--- config.mk ---
export PLATFORM = sky130hd
export DESIGN_NAME = resync_frame_parser_top_flat
export DESIGN_NICKNAME = d
export VERILOG_FILES = /design/src/rtl/rfp_pkg.sv /design/src/rtl/rfp_in_if.sv /design/src/rtl/rfp_out_if.sv /design/src/rtl/rfp_ram.sv /design/src/rtl/rfp_seq.sv /design/src/rtl/rfp_out.sv /design/src/rtl/resync_frame_parser_top.sv /design/src/flat_wrapper.sv
export SDC_FILE = /design/constraint.sdc
export NUM_CORES = 1
export LEC_CHECK = 0
export BUFFER_PORTS_ARGS = -buffer_cell sky130_fd_sc_hd__clkbuf_2
export CORE_UTILIZATION = 63
export CTS_CLUSTER_SIZE = 14
export DETAILED_ROUTE_END_ITERATION = 8
export MAX_ROUTING_LAYER = met4
export PLACE_DENSITY = 0.92
export SETUP_SLACK_MARGIN = 0.05
export SYNTH_ARGS = -nofsm -noshare
export SYNTH_HDL_FRONTEND = slang
export SYNTH_SLANG_ARGS = --single-unit
--- constraint.sdc ---
create_clock -name i_clk -period 7.8 [get_ports i_clk]
set_input_delay 1.17 -clock i_clk [delete_from_list [all_inputs] [get_ports i_clk]]
set_output_delay 1.17 -clock i_clk [all_outputs]
set_load 0.1 [all_outputs]
--- src/rtl/rfp_pkg.sv ---
package rfp_pkg;

    // fixed frame overhead: head1, head2, cmd, len, sum, tail
    localparam int FRAME_OVH = 6;

    // configuration register indexes
    localparam int CFG_IDX_W = 2;
    localparam logic [CFG_IDX_W-1:0] REG_HEAD_FIRST  = 2'd0;
    localparam logic [CFG_IDX_W-1:0] REG_HEAD_SECOND = 2'd1;
    localparam logic [CFG_IDX_W-1:0] REG_TAIL_BYTE   = 2'd2;

    // payload offset of the first payload byte inside a frame
    localparam int PAY_OFS = 4;

    // scan sequencer states
    typedef enum logic [3:0] {
        S_IDLE,
        S_CHK,
        S_B0,
        S_B1,
        S_B2,
        S_B3,
        S_TAIL,
        S_SUM,
        S_CMP,
        S_EMIT
    } t_state;

    // one result beat
    typedef struct packed {
        logic [7:0] frame_cmd;
        logic [5:0] pay_len;
        logic [5:0] byte_index;
        logic [7:0] payload_byte;
        logic       last_of_frame;
    } t_res;

    // sequencer to output stage
    typedef struct packed {
        logic load;
        t_res res;
    } t_push;

endpackage

--- src/rtl/rfp_in_if.sv ---
interface rfp_in_if;
    logic       valid;
    logic       ready;
    logic [7:0] rx_byte;

    modport source (output valid, output rx_byte, input ready);
    modport sink (input valid, input rx_byte, output ready);
endinterface

--- src/rtl/rfp_out_if.sv ---
interface rfp_out_if;
    logic       valid;
    logic       ready;
    logic [7:0] frame_cmd;
    logic [5:0] pay_len;
    logic [5:0] byte_index;
    logic [7:0] payload_byte;
    logic       last_of_frame;

    modport source (
        output valid, output frame_cmd, output pay_len, output byte_index,
        output payload_byte, output last_of_frame, input ready
    );
    modport sink (
        input valid, input frame_cmd, input pay_len, input byte_index,
        input payload_byte, input last_of_frame, output ready
    );
endinterface

--- src/rtl/rfp_ram.sv ---
module rfp_ram #(
    parameter int WIDTH = 8,
    parameter int DEPTH = 64
) (
    input  logic                     i_clk,
    input  logic                     i_we,
    input  logic [$clog2(DEPTH)-1:0] i_waddr,
    input  logic [WIDTH-1:0]         i_wdata,
    input  logic [$clog2(DEPTH)-1:0] i_raddr,
    output logic [WIDTH-1:0]         o_rdata
);
    logic [WIDTH-1:0] r_mem [DEPTH];
    logic [WIDTH-1:0] r_rdata;

    // one write port, one registered read port
    always_ff @(posedge i_clk) begin
        if (i_we) begin
            r_mem[i_waddr] <= i_wdata;
        end
        r_rdata <= r_mem[i_raddr];
    end

    assign o_rdata = r_rdata;
endmodule

--- src/rtl/rfp_seq.sv ---
module rfp_seq #(
    parameter int BUFFER_DEPTH = 64
) (
    input  logic                           i_clk,
    input  logic                           i_rst_n,
    input  logic                           i_cfg_we,
    input  logic [rfp_pkg::CFG_IDX_W-1:0]  i_cfg_idx,
    input  logic [7:0]                     i_cfg_data,
    input  logic                           i_in_valid,
    output logic                           o_in_ready,
    input  logic [7:0]                     i_in_byte,
    output logic                           o_ram_we,
    output logic [$clog2(BUFFER_DEPTH)-1:0] o_ram_waddr,
    output logic [7:0]                     o_ram_wdata,
    output logic [$clog2(BUFFER_DEPTH)-1:0] o_ram_raddr,
    input  logic [7:0]                     i_ram_rdata,
    output rfp_pkg::t_push                 o_push,
    input  logic                           i_out_free
);
    import rfp_pkg::*;

    localparam int AW = $clog2(BUFFER_DEPTH);
    localparam int CW = $clog2(BUFFER_DEPTH + 1);
    localparam int EW = (CW > 9) ? CW : 9;
    localparam logic [AW:0]   DEPTH_A = (AW + 1)'(BUFFER_DEPTH);
    localparam logic [CW-1:0] DEPTH_C = CW'(BUFFER_DEPTH);
    localparam logic [EW-1:0] DEPTH_E = EW'(BUFFER_DEPTH);
    localparam logic [EW-1:0] OVH_E   = EW'(FRAME_OVH);

    // circular index add, offset never above the depth
    function automatic logic [AW-1:0] wrap_add(logic [AW-1:0] base, logic [AW:0] ofs);
        logic [AW:0] s;
        s = {1'b0, base} + ofs;
        if (s >= DEPTH_A) begin
            s = s - DEPTH_A;
        end
        return s[AW-1:0];
    endfunction

    t_state        r_state, n_state;
    logic [AW-1:0] r_head, n_head;
    logic [CW-1:0] r_count, n_count;
    logic [7:0]    r_sum, n_sum;
    logic [7:0]    r_cmd, n_cmd;
    logic [7:0]    r_len, n_len;
    logic [AW-1:0] r_off, n_off;
    logic [7:0]    r_head_first, r_head_second, r_tail_byte;

    logic          drop;
    logic [AW:0]   drop_n;
    logic [AW:0]   rd_off;
    logic [EW-1:0] flen_new;
    logic [EW-1:0] len_ext;
    logic          at_last;
    logic [AW-1:0] idx_w;

    // configuration registers
    always_ff @(posedge i_clk) begin
        if (!i_rst_n) begin
            r_head_first  <= '0;
            r_head_second <= '0;
            r_tail_byte   <= '0;
        end else if (i_cfg_we) begin
            case (i_cfg_idx)
                REG_HEAD_FIRST:  r_head_first  <= i_cfg_data;
                REG_HEAD_SECOND: r_head_second <= i_cfg_data;
                REG_TAIL_BYTE:   r_tail_byte   <= i_cfg_data;
                default: ;
            endcase
        end
    end

    // sequencer state and buffer pointers
    always_ff @(posedge i_clk) begin
        if (!i_rst_n) begin
            r_state <= S_IDLE;
            r_head  <= '0;
            r_count <= '0;
        end else begin
            r_state <= n_state;
            r_head  <= n_head;
            r_count <= n_count;
        end
    end

    // scan datapath registers
    always_ff @(posedge i_clk) begin
        r_sum <= n_sum;
        r_cmd <= n_cmd;
        r_len <= n_len;
        r_off <= n_off;
    end

    assign flen_new = EW'(i_ram_rdata) + OVH_E;
    assign len_ext  = EW'(r_len);
    assign at_last  = (EW'(r_off) == len_ext + EW'(PAY_OFS - 1));
    assign idx_w    = r_off - AW'(PAY_OFS);

    // next state, buffer access and result push
    always_comb begin
        n_state     = r_state;
        n_head      = r_head;
        n_count     = r_count;
        n_sum       = r_sum;
        n_cmd       = r_cmd;
        n_len       = r_len;
        n_off       = r_off;
        drop        = 1'b0;
        drop_n      = (AW + 1)'(1);
        rd_off      = '0;
        o_in_ready  = 1'b0;
        o_ram_we    = 1'b0;
        o_ram_waddr = wrap_add(r_head, (AW + 1)'(r_count));
        o_ram_wdata = i_in_byte;

        o_push.load               = 1'b0;
        o_push.res.frame_cmd      = r_cmd;
        o_push.res.pay_len        = r_len[5:0];
        o_push.res.byte_index     = 6'(idx_w);
        o_push.res.payload_byte   = i_ram_rdata;
        o_push.res.last_of_frame  = at_last;

        case (r_state)
            S_IDLE: begin
                o_in_ready = 1'b1;
                if (i_in_valid) begin
                    o_ram_we = 1'b1;
                    // full buffer: oldest byte is overwritten
                    if (r_count == DEPTH_C) begin
                        o_ram_waddr = r_head;
                        n_head      = wrap_add(r_head, (AW + 1)'(1));
                    end else begin
                        n_count = r_count + CW'(1);
                    end
                    n_state = S_CHK;
                end
            end
            S_CHK: begin
                if (r_count < CW'(FRAME_OVH)) begin
                    n_state = S_IDLE;
                end else begin
                    rd_off  = '0;
                    n_state = S_B0;
                end
            end
            S_B0: begin
                if (i_ram_rdata != r_head_first) begin
                    drop = 1'b1;
                end else begin
                    n_sum   = i_ram_rdata;
                    rd_off  = (AW + 1)'(1);
                    n_state = S_B1;
                end
            end
            S_B1: begin
                if (i_ram_rdata != r_head_second) begin
                    drop = 1'b1;
                end else begin
                    n_sum   = r_sum + i_ram_rdata;
                    rd_off  = (AW + 1)'(2);
                    n_state = S_B2;
                end
            end
            S_B2: begin
                n_cmd   = i_ram_rdata;
                n_sum   = r_sum + i_ram_rdata;
                rd_off  = (AW + 1)'(3);
                n_state = S_B3;
            end
            S_B3: begin
                // length byte: zero or too long is a resync
                if (i_ram_rdata == 8'd0 || flen_new > DEPTH_E) begin
                    drop = 1'b1;
                end else if (EW'(r_count) < flen_new) begin
                    n_state = S_IDLE;
                end else begin
                    n_len   = i_ram_rdata;
                    n_sum   = r_sum + i_ram_rdata;
                    rd_off  = (AW + 1)'(flen_new - EW'(1));
                    n_state = S_TAIL;
                end
            end
            S_TAIL: begin
                if (i_ram_rdata != r_tail_byte) begin
                    drop = 1'b1;
                end else begin
                    n_off   = AW'(PAY_OFS);
                    rd_off  = (AW + 1)'(PAY_OFS);
                    n_state = S_SUM;
                end
            end
            S_SUM: begin
                // one payload byte into the running sum per cycle
                n_sum = r_sum + i_ram_rdata;
                if (at_last) begin
                    rd_off  = (AW + 1)'(len_ext + EW'(PAY_OFS));
                    n_state = S_CMP;
                end else begin
                    n_off  = r_off + AW'(1);
                    rd_off = {1'b0, r_off} + (AW + 1)'(1);
                end
            end
            S_CMP: begin
                if (i_ram_rdata != r_sum) begin
                    drop = 1'b1;
                end else begin
                    n_off   = AW'(PAY_OFS);
                    rd_off  = (AW + 1)'(PAY_OFS);
                    n_state = S_EMIT;
                end
            end
            S_EMIT: begin
                // hold the read address while the output stage is busy
                rd_off = {1'b0, r_off};
                if (i_out_free) begin
                    o_push.load = 1'b1;
                    if (at_last) begin
                        drop   = 1'b1;
                        drop_n = (AW + 1)'(len_ext + OVH_E);
                    end else begin
                        n_off  = r_off + AW'(1);
                        rd_off = {1'b0, r_off} + (AW + 1)'(1);
                    end
                end
            end
            default: begin
                n_state = S_IDLE;
            end
        endcase

        // drop bytes from the buffer front and rescan
        if (drop) begin
            n_head  = wrap_add(r_head, drop_n);
            n_count = r_count - CW'(drop_n);
            n_state = S_CHK;
        end
    end

    assign o_ram_raddr = wrap_add(r_head, rd_off);
endmodule

--- src/rtl/rfp_out.sv ---
module rfp_out (
    input  logic             i_clk,
    input  logic             i_rst_n,
    input  rfp_pkg::t_push   i_push,
    output logic             o_free,
    rfp_out_if.source        o_res
);
    import rfp_pkg::*;

    logic r_valid;
    t_res r_res;

    // output register, refilled in the cycle it is taken
    assign o_free = !r_valid || o_res.ready;

    always_ff @(posedge i_clk) begin
        if (!i_rst_n) begin
            r_valid <= 1'b0;
        end else if (i_push.load) begin
            r_valid <= 1'b1;
        end else if (o_res.ready) begin
            r_valid <= 1'b0;
        end
    end

    always_ff @(posedge i_clk) begin
        if (i_push.load) begin
            r_res <= i_push.res;
        end
    end

    assign o_res.valid         = r_valid;
    assign o_res.frame_cmd     = r_res.frame_cmd;
    assign o_res.pay_len       = r_res.pay_len;
    assign o_res.byte_index    = r_res.byte_index;
    assign o_res.payload_byte  = r_res.payload_byte;
    assign o_res.last_of_frame = r_res.last_of_frame;
endmodule

--- src/rtl/resync_frame_parser_top.sv ---
// a byte that completes no frame is written to the buffer, then each buffered byte
// position tried: S_CHK, S_B0, then S_B1 to S_TAIL while header and length pass
// a full frame check runs S_SUM and S_CMP (one buffer read per cycle through one adder),
// then len beats of output, one per cycle while the sink is ready
// throughput: next byte accepted only after the scan of the previous one ends
// reset: synchronous active low; buffer empty, config zero, data regs and ram not reset
module resync_frame_parser_top #(
    parameter int BUFFER_DEPTH = 64
) (
    input  logic                          i_clk,
    input  logic                          i_rst_n,
    input  logic                          i_cfg_we,
    input  logic [rfp_pkg::CFG_IDX_W-1:0] i_cfg_idx,
    input  logic [7:0]                    i_cfg_data,
    rfp_in_if.sink                        i_rx,
    rfp_out_if.source                     o_res
);
    import rfp_pkg::*;

    localparam int AW = $clog2(BUFFER_DEPTH);

    logic          in_ready;
    logic          ram_we;
    logic [AW-1:0] ram_waddr;
    logic [7:0]    ram_wdata;
    logic [AW-1:0] ram_raddr;
    logic [7:0]    ram_rdata;
    t_push         push;
    logic          out_free;

    assign i_rx.ready = in_ready;

    // byte buffer
    rfp_ram #(
        .WIDTH (8),
        .DEPTH (BUFFER_DEPTH)
    ) u_ram (
        .i_clk   (i_clk),
        .i_we    (ram_we),
        .i_waddr (ram_waddr),
        .i_wdata (ram_wdata),
        .i_raddr (ram_raddr),
        .o_rdata (ram_rdata)
    );

    // scan sequencer
    rfp_seq #(
        .BUFFER_DEPTH (BUFFER_DEPTH)
    ) u_seq (
        .i_clk       (i_clk),
        .i_rst_n     (i_rst_n),
        .i_cfg_we    (i_cfg_we),
        .i_cfg_idx   (i_cfg_idx),
        .i_cfg_data  (i_cfg_data),
        .i_in_valid  (i_rx.valid),
        .o_in_ready  (in_ready),
        .i_in_byte   (i_rx.rx_byte),
        .o_ram_we    (ram_we),
        .o_ram_waddr (ram_waddr),
        .o_ram_wdata (ram_wdata),
        .o_ram_raddr (ram_raddr),
        .i_ram_rdata (ram_rdata),
        .o_push      (push),
        .i_out_free  (out_free)
    );

    // result output register
    rfp_out u_out (
        .i_clk   (i_clk),
        .i_rst_n (i_rst_n),
        .i_push  (push),
        .o_free  (out_free),
        .o_res   (o_res)
    );
endmodule

--- src/flat_wrapper.sv ---
// flat-port wrapper written by rule: the top's interface ports become plain ports
module resync_frame_parser_top_flat import rfp_pkg::*;
#(
    parameter int BUFFER_DEPTH = 64
)
  (i_clk, i_rst_n, i_cfg_we, i_cfg_idx, i_cfg_data, i_rx_valid, i_rx_rx_byte, i_rx_ready, o_res_valid, o_res_frame_cmd, o_res_pay_len, o_res_byte_index, o_res_payload_byte, o_res_last_of_frame, o_res_ready);
  rfp_in_if i_rx_i ();
  rfp_out_if o_res_i ();
  input  logic i_clk;
  input  logic i_rst_n;
  input  logic i_cfg_we;
  input  logic [rfp_pkg::CFG_IDX_W-1:0] i_cfg_idx;
  input  logic [7:0] i_cfg_data;
  input wire logic [$bits(i_rx_i.valid)-1:0] i_rx_valid;
  input wire logic [$bits(i_rx_i.rx_byte)-1:0] i_rx_rx_byte;
  output wire logic [$bits(i_rx_i.ready)-1:0] i_rx_ready;
  output wire logic [$bits(o_res_i.valid)-1:0] o_res_valid;
  output wire logic [$bits(o_res_i.frame_cmd)-1:0] o_res_frame_cmd;
  output wire logic [$bits(o_res_i.pay_len)-1:0] o_res_pay_len;
  output wire logic [$bits(o_res_i.byte_index)-1:0] o_res_byte_index;
  output wire logic [$bits(o_res_i.payload_byte)-1:0] o_res_payload_byte;
  output wire logic [$bits(o_res_i.last_of_frame)-1:0] o_res_last_of_frame;
  input wire logic [$bits(o_res_i.ready)-1:0] o_res_ready;
  assign i_rx_i.valid = i_rx_valid;
  assign i_rx_i.rx_byte = i_rx_rx_byte;
  assign i_rx_ready = i_rx_i.ready;
  assign o_res_valid = o_res_i.valid;
  assign o_res_frame_cmd = o_res_i.frame_cmd;
  assign o_res_pay_len = o_res_i.pay_len;
  assign o_res_byte_index = o_res_i.byte_index;
  assign o_res_payload_byte = o_res_i.payload_byte;
  assign o_res_last_of_frame = o_res_i.last_of_frame;
  assign o_res_i.ready = o_res_ready;
  resync_frame_parser_top #(.BUFFER_DEPTH(BUFFER_DEPTH)) u_core (.i_clk(i_clk), .i_rst_n(i_rst_n), .i_cfg_we(i_cfg_we), .i_cfg_idx(i_cfg_idx), .i_cfg_data(i_cfg_data), .i_rx(i_rx_i), .o_res(o_res_i));
endmodule
==> results of run 1 <==
[where the power goes]
group	switching, mW	internal (mW)	leakage (nW)
clock network	1.23	1.58	0.911
logic	0.170	0.0839	3.17
registers	0.0312	3.66	5.57
total	1.43	5.32	9.66
[worst reg2reg max path, delay by kind of cell, from the launching register on]
| family | cells | cell delay (ps) |
|---|---|---|
| muxes | 4 | 1540 |
| and+or+nand+nor | 2 | 540 |
| DFF | 1 | 310 |
| adders and majority gates | 4 | 1940 |
| xor gates and xnor gates | 1 | 200 |
| buffers and inverters | 3 | 810 |
| AOI/OAI and AO/OA | 4 | 830 |
[cells in the mapped netlist, drive strengths merged (5+ instances only)]
master  number  area, um^2
clkbuf      44         165
nor4         8        50.1
nand3       15        75.1
nand2b      11        68.8
a21o         5        37.5
mux2i       61         611
a21oi       34         174
nor2       115         432
nand2       58         220
nand3b       6        45.0
a21boi       8        60.1
and3         7        43.8
ha          48         601
mux4       160        3600
edfxtp     571       17100
dfxtp       50        1000
xnor2       44         404
nor2b       33         206
inv         26        97.6
nor3        11        55.1
fa           5         100
o21bai       7        52.6
buf         24         126
xor2        40         350
o21ai       22         114
[placed cells by master (no fill, tap or decap), types with 8 or more instances in the layout]
cell	Yosys	routed
nor2b_1	33	33
clkbuf_1	44	10
clkbuf_2	0	53
mux2i_1	61	61
a21boi_0	8	8
clkinv_1	0	11
dfxtp_1	50	50
nand2_1	57	57
mux4_2	160	160
nand3_1	15	15
nor2_1	115	114
inv_1	26	26
nor4_1	8	8
nor3_1	11	11
xor2_1	40	40
a21oi_1	33	33
clkinv_2	0	8
ha_1	48	47
nand2b_1	11	11
buf_4	1	15
xnor2_1	43	41
clkbuf_16	0	59
o21ai_0	20	20
edfxtp_1	571	571
[state kept, by name (all words and copies together) (netlist names)]
register                          cells
u_core.u_seq.r_off                    6
u_core.u_seq.r_head                   6
u_core.u_seq.r_head_second            8
u_core.u_seq.r_tail_byte              8
u_core.u_out.o_res.pay_len            6
u_core.u_out.o_res.frame_cmd          8
u_core.u_seq.r_count                  7
u_core.u_out.o_res.last_of_frame      1
u_core.u_seq.r_sum                    8
u_core.u_ram.o_rdata                  8
u_core.u_out.o_res.valid              1
u_core.u_seq.r_state                  4
u_core.u_seq.r_cmd                    8
u_core.u_out.o_res.byte_index         6
u_core.u_ram.r_mem                  512
u_core.u_seq.r_len                    8
u_core.u_out.o_res.payload_byte       8
u_core.u_seq.r_head_first             8
[per-stage QoR]
step	area, um^2	total power [mW]
2_1_floorplan	26300	3.89
3_3_place_gp	27200	3.99
3_5_place_dp	27200	4.00
4_1_cts	29100	6.75
5_1_grt	29100	6.89
6_report	29100	6.75
[how the worst max path moves through the flow]
| stage | to |
|---|---|
| final | u_core.u_ram.o_rdata[4] |
| after global routing | u_core.u_ram.o_rdata[4] |
| after CTS | u_core.u_ram.o_rdata[4] |
| after detailed placement | u_core.u_ram.o_rdata[4] |
| after global placement | u_core.u_ram.o_rdata[2] |
| after floorplan | u_core.u_ram.o_rdata[0] |
[cell type report]
class	count	area, um^2
sequential	621	18100
fill	2320	12000
multi-input combinational	754	7820
clock buffer	72	1560
tap	532	666
timing repair buffer	72	458
clock inverter	33	318
inverter	26	97.6
antenna	2	5.00
[per-layer routing]
layer  global-route usage  wire length, um  vias up
met1                0.384            22200     7147
li1                     -                -     5926
met2                0.494            30700      902
met5                    -                0        -
met4                0.123             2430        0
met3               0.0635             5650      190
[cells by family (layout without fill, tap and decap cells)]
logic type      after synthesis  in the layout  synth area share
fa+ha+maj                    53             53            0.0266
simple gates                282            282            0.0505
compound gates              110            110            0.0280
flops                       621            621             0.690
xor+xnor                     84             84            0.0287
buf+inv                      94            203            0.0148
mux                         225            225             0.162
other cells                   0              2                 0
==> results.json, run 1 <==
{
  "min_path_cells": 0,
  "routed_wl_mm": 61.0,
  "post_drt_wl_per_cell_um": 28.9,
  "synth_fp_nets": 1545,
  "grt_pass1_vias": 14500,
  "yosysWarnings": 0,
  "worst_hold_slack_ps": 419,
  "hold_class": "flop to flop",
  "antenna_found_initial": 2,
  "setup-violations-final": 0,
  "layoutNonFillerInstCount": 2112,
  "syn_inst": 1469,
  "critPathKind": "flop to flop",
  "fin_crit_sh": 0.808,
  "cp_top_family": "adder cells",
  "startpoint_type": "flop",
  "grt_overflow": 0,
  "core-area_um2": 41000,
  "power.density_nw_per_um2": 232,
  "post_cts_resized": 0,
  "syn_to_final_growth_pct": 10.4,
  "p_leak_nw": 9.66,
  "cts_tree": "yes",
  "slowest_stage": "fa_4",
  "violations": "DRC",
  "syn_avg_cell_area_um2": 17.9,
  "slew_viol_final": 0,
  "crit_required_ps": 8280,
  "dr.pass1.iters": 9,
  "dpl.cell_count": 2005,
  "maxCapViolCount": 0,
  "place_ws_ps": 1670,
  "setup_ws_ps": 1500,
  "htree_levels": 2,
  "skew_ps": 29.2,
  "rr_endpoint": "u_core.u_ram.o_rdata[4]",
  "fp.dieArea_um2": 42600,
  "drive_gt1_frac": 0.212,
  "cts_buffers": 58,
  "arrival_ps": 6780,
  "synth-edff-count": 571,
  "post_cts_buffers": 0,
  "tns_ps": 0,
  "relSlewSlack": 0.0467,
  "drtIter0Drc": 1686,
  "cts.path.max_buffers": 3,
  "hp-start": "u_core.u_seq.r_cmd[3]",
  "hold_buffers": 0,
  "rows": 74,
  "grt_setup_unrepaired": "no",
  "io_buffers": 53,
  "status": "complete, but fails checks",
  "yosys.cell_types.count": 62,
  "grt_start_max_net_pins": 65,
  "min_period_ps": 6300,
  "async_reset_ff_frac": 0,
  "synth_seq_cells": 621,
  "syn_area_um2": 26300,
  "crit_cells": 18,
  "critPathMaxStageDelay_ps": 1200,
  "path_max_fanout": 55,
  "r2r-start": "u_core.u_ram.o_rdata[1]",
  "cp-startpoint": "u_core.u_ram.o_rdata[1]",
  "clockRootBuffer": "clkbuf_16",
  "gp_congestion": 0.947,
  "fmax_mhz": 159,
  "die-height_um": 206,
  "die_width_um": 206,
  "grt_pass1_wl_mm": 90.7,
  "num_io_pins": 54,
  "r2r_slack_ps": 1500,
  "initial_core_util": 0.642,
  "dp_hpwl_mm": 36.4,
  "fin_util": 0.709,
  "viasPerCell": 6.71,
  "hold-path-endpoint": "u_core.u_out.o_res.frame_cmd[3]",
  "clkTransAtPathRegs_ps": 60,
  "hold_violations": 0,
  "synth-main-ff-cell": "edfxtp_1",
  "clock-sinks": 621,
  "path_buf_inv": 3,
  "crit_chain": "buf_4, inv_1, ha_1, xor2_1, ha_1, a2111o_1, a31oi_1, o31ai_1, and3_1, nand2_1, o2111ai_1, ha_4, fa_4, buf_12, mux4_2, mux4_2, mux2i_1, mux2i_1",
  "tightest_slew_ps": 1430,
  "fin_nets": 1609,
  "ys_seq_area_frac": 0.690,
  "vias": 14200,
  "vdd_ir_drop_max_uv": 265,
  "antenna_left": 0,
  "worst_setup_path_end_kind": "flop",
  "drc": 14,
  "clk_latency_ps": 630,
  "grt_use_total": 0.307,
  "worst-r2r-cell-count": 18
}
No activity file was read; power rests on OpenSTA's default activity.
==> run 2, diff against run 1 <==
==> constraint.sdc (replaced) <==
create_clock -name i_clk -period 5.8 [get_ports i_clk]
set_input_delay 0.87 -clock i_clk [delete_from_list [all_inputs] [get_ports i_clk]]
set_output_delay 0.87 -clock i_clk [all_outputs]
set_load 0.1 [all_outputs]
==> run 2 against run 1 <==
The run still ends with DRC left. Sequential share of layout area down 0.63 points. Global-route usage up 2.3 points. Register-to-register slack worse by 1400 ps. Die area unchanged. Non-clock buffer count up 26. Setup slack worse by 1400 ps. Largest power group unchanged.
==> results.json, run 2 (synthesized netlist as in run 1, its figures left out) <==
{
  "finalPower_mw": 9.06,
  "fin_crit_sh": 0.982,
  "htree_levels": 2,
  "p_leak_nw": 9.81,
  "cts.path.max_buffers": 3,
  "min_period_ps": 5700,
  "grt_use_total": 0.330,
  "skew_ps": 31.9,
  "startpoint_type": "flop",
  "layoutNonFillerInstCount": 2144,
  "cts_tree": "yes",
  "status": "complete, but fails checks",
  "fill_cells": 2218,
  "r2r-start": "u_core.u_ram.o_rdata[5]",
  "largest_register_ff_count": 512,
  "slew_viol_final": 0,
  "fmax_mhz": 176,
  "final_cell_mix": "edfxtp_1, mux4_2, nor2_1",
  "viasPerCell": 6.98,
  "r2r_slack_ps": 100,
  "dr.pass1.iters": 9,
  "hp-start": "u_core.u_seq.r_cmd[7]",
  "cts_buffers": 57,
  "antenna_left": 0,
  "setup-violations-final": 0,
  "post_drt_wl_per_cell_um": 30.9,
  "gp_congestion": 0.972,
  "critPathKind": "flop to flop",
  "clk_latency_ps": 650,
  "drive_gt1_frac": 0.224,
  "regMostFlops": "u_core.u_ram.r_mem",
  "maxCapViolCount": 0,
  "dp_hpwl_mm": 37.4,
  "hold-path-endpoint": "u_core.u_out.o_res.frame_cmd[7]",
  "grt_overflow": 0,
  "crit_required_ps": 6280,
  "syn_to_final_growth_pct": 11.6,
  "clock-sinks": 621,
  "worst-r2r-cell-count": 15,
  "fin_util": 0.716,
  "hold_class": "flop to flop",
  "io_buffers": 53,
  "core-area_um2": 41000,
  "hold_buffers": 0,
  "grt_start_max_net_pins": 65,
  "drtIter0Drc": 2053,
  "clockRootBuffer": "clkbuf_16",
  "die-height_um": 206,
  "fin_nets": 1634,
  "clkTransAtPathRegs_ps": 70,
  "grt_pass1_wl_mm": 97.2,
  "power.density_nw_per_um2": 309,
  "dpl.cell_count": 2017,
  "grt_setup_unrepaired": "no",
  "arrival_ps": 6180,
  "num_io_pins": 54,
  "worst_setup_path_end_kind": "flop",
  "antenna_found_initial": 6,
  "rows": 74,
  "hold_violations": 0,
  "initial_core_util": 0.642,
  "tightest_slew_ps": 1480,
  "drc": 14,
  "fp.dieArea_um2": 42600,
  "relSlewSlack": 0.0103,
  "rr_endpoint": "u_core.u_ram.o_rdata[4]",
  "vias": 15000,
  "vdd_ir_drop_max_uv": 235,
  "tns_ps": 0,
  "place_ws_ps": -19.7,
  "setup_ws_ps": 102,
  "grt_pass1_vias": 15000,
  "cp-startpoint": "u_core.u_ram.o_rdata[5]",
  "die_width_um": 206,
  "routed_wl_mm": 66.1,
  "min_path_cells": 0,
  "path_max_fanout": 28,
  "violations": "DRC",
  "layout_commonest_cell": "edfxtp_1"
}
==> run 2: layout make-up <==
type / instances / area [um^2] / area share
Antenna cell: 6 / 15.0 / 0.000511
Clock buffer: 85 / 1610 / 0.0549
Clock inverter: 22 / 220 / 0.00750
Inverter: 26 / 97.6 / 0.00332
Multi-Input combinational cell: 754 / 7840 / 0.267
Sequential cell: 621 / 18100 / 0.618
Tap cell: 532 / 666 / 0.0227
Timing Repair Buffer: 98 / 761 / 0.0259
==> run 2: metal layers <==
layer	share of wire	up-vias	track usage
met5	0	-	-
met4	0.052	0	0.145
met3	0.11	266	0.0815
met2	0.49	1237	0.513
met1	0.34	7476	0.415
li1	-	5980	-
==> run 2: worst max path at each step <==
stage                                    to  cells after the start
global route        u_core.u_ram.o_rdata[1]                     20
CTS                 u_core.u_ram.o_rdata[1]                     15
detailed placement  u_core.u_ram.o_rdata[1]                     17
floorplan           u_core.u_ram.o_rdata[0]                     11
global placement    u_core.u_ram.o_rdata[1]                     17
finish              u_core.u_ram.o_rdata[4]                     15
==> run 2: power breakdown <==
part | total [mW] | switching, mW | internal, mW
clock network | 3.73 | 1.66 | 2.06
logic | 0.375 | 0.250 | 0.125
registers | 4.96 | 0.0410 | 4.91
total | 9.06 | 1.96 | 7.10
==> run 2: critical path, stage by stage (launching register included) <==
cell and delay, ps:
dfxtp_1 720, o2111ai_1 250, xor2_1 340, ha_1 320
a21oi_1 150, o31ai_1 100, and3_1 230, nand2_1 80
o2111ai_1 210, ha_4 240, fa_4 1000, buf_12 260
mux4_2 440, mux4_2 560, mux2i_1 430, mux2i_1 170
==> run 2: repair_timing <==
item	4_1_cts	5_1_grt
pin swaps	1	1
endpoints found under the setup margin	5	4
gates resized for setup	1	3
setup buffers	5	7
==> run 2: through the flow <==
step | hold WS [ps] | area [um^2]
after floorplan | 400 | 26300
after global placement | 400 | 27300
after detailed placement | 405 | 27300
final | 418 | 29400
after global routing | 429 | 29400
after CTS | 411 | 29200
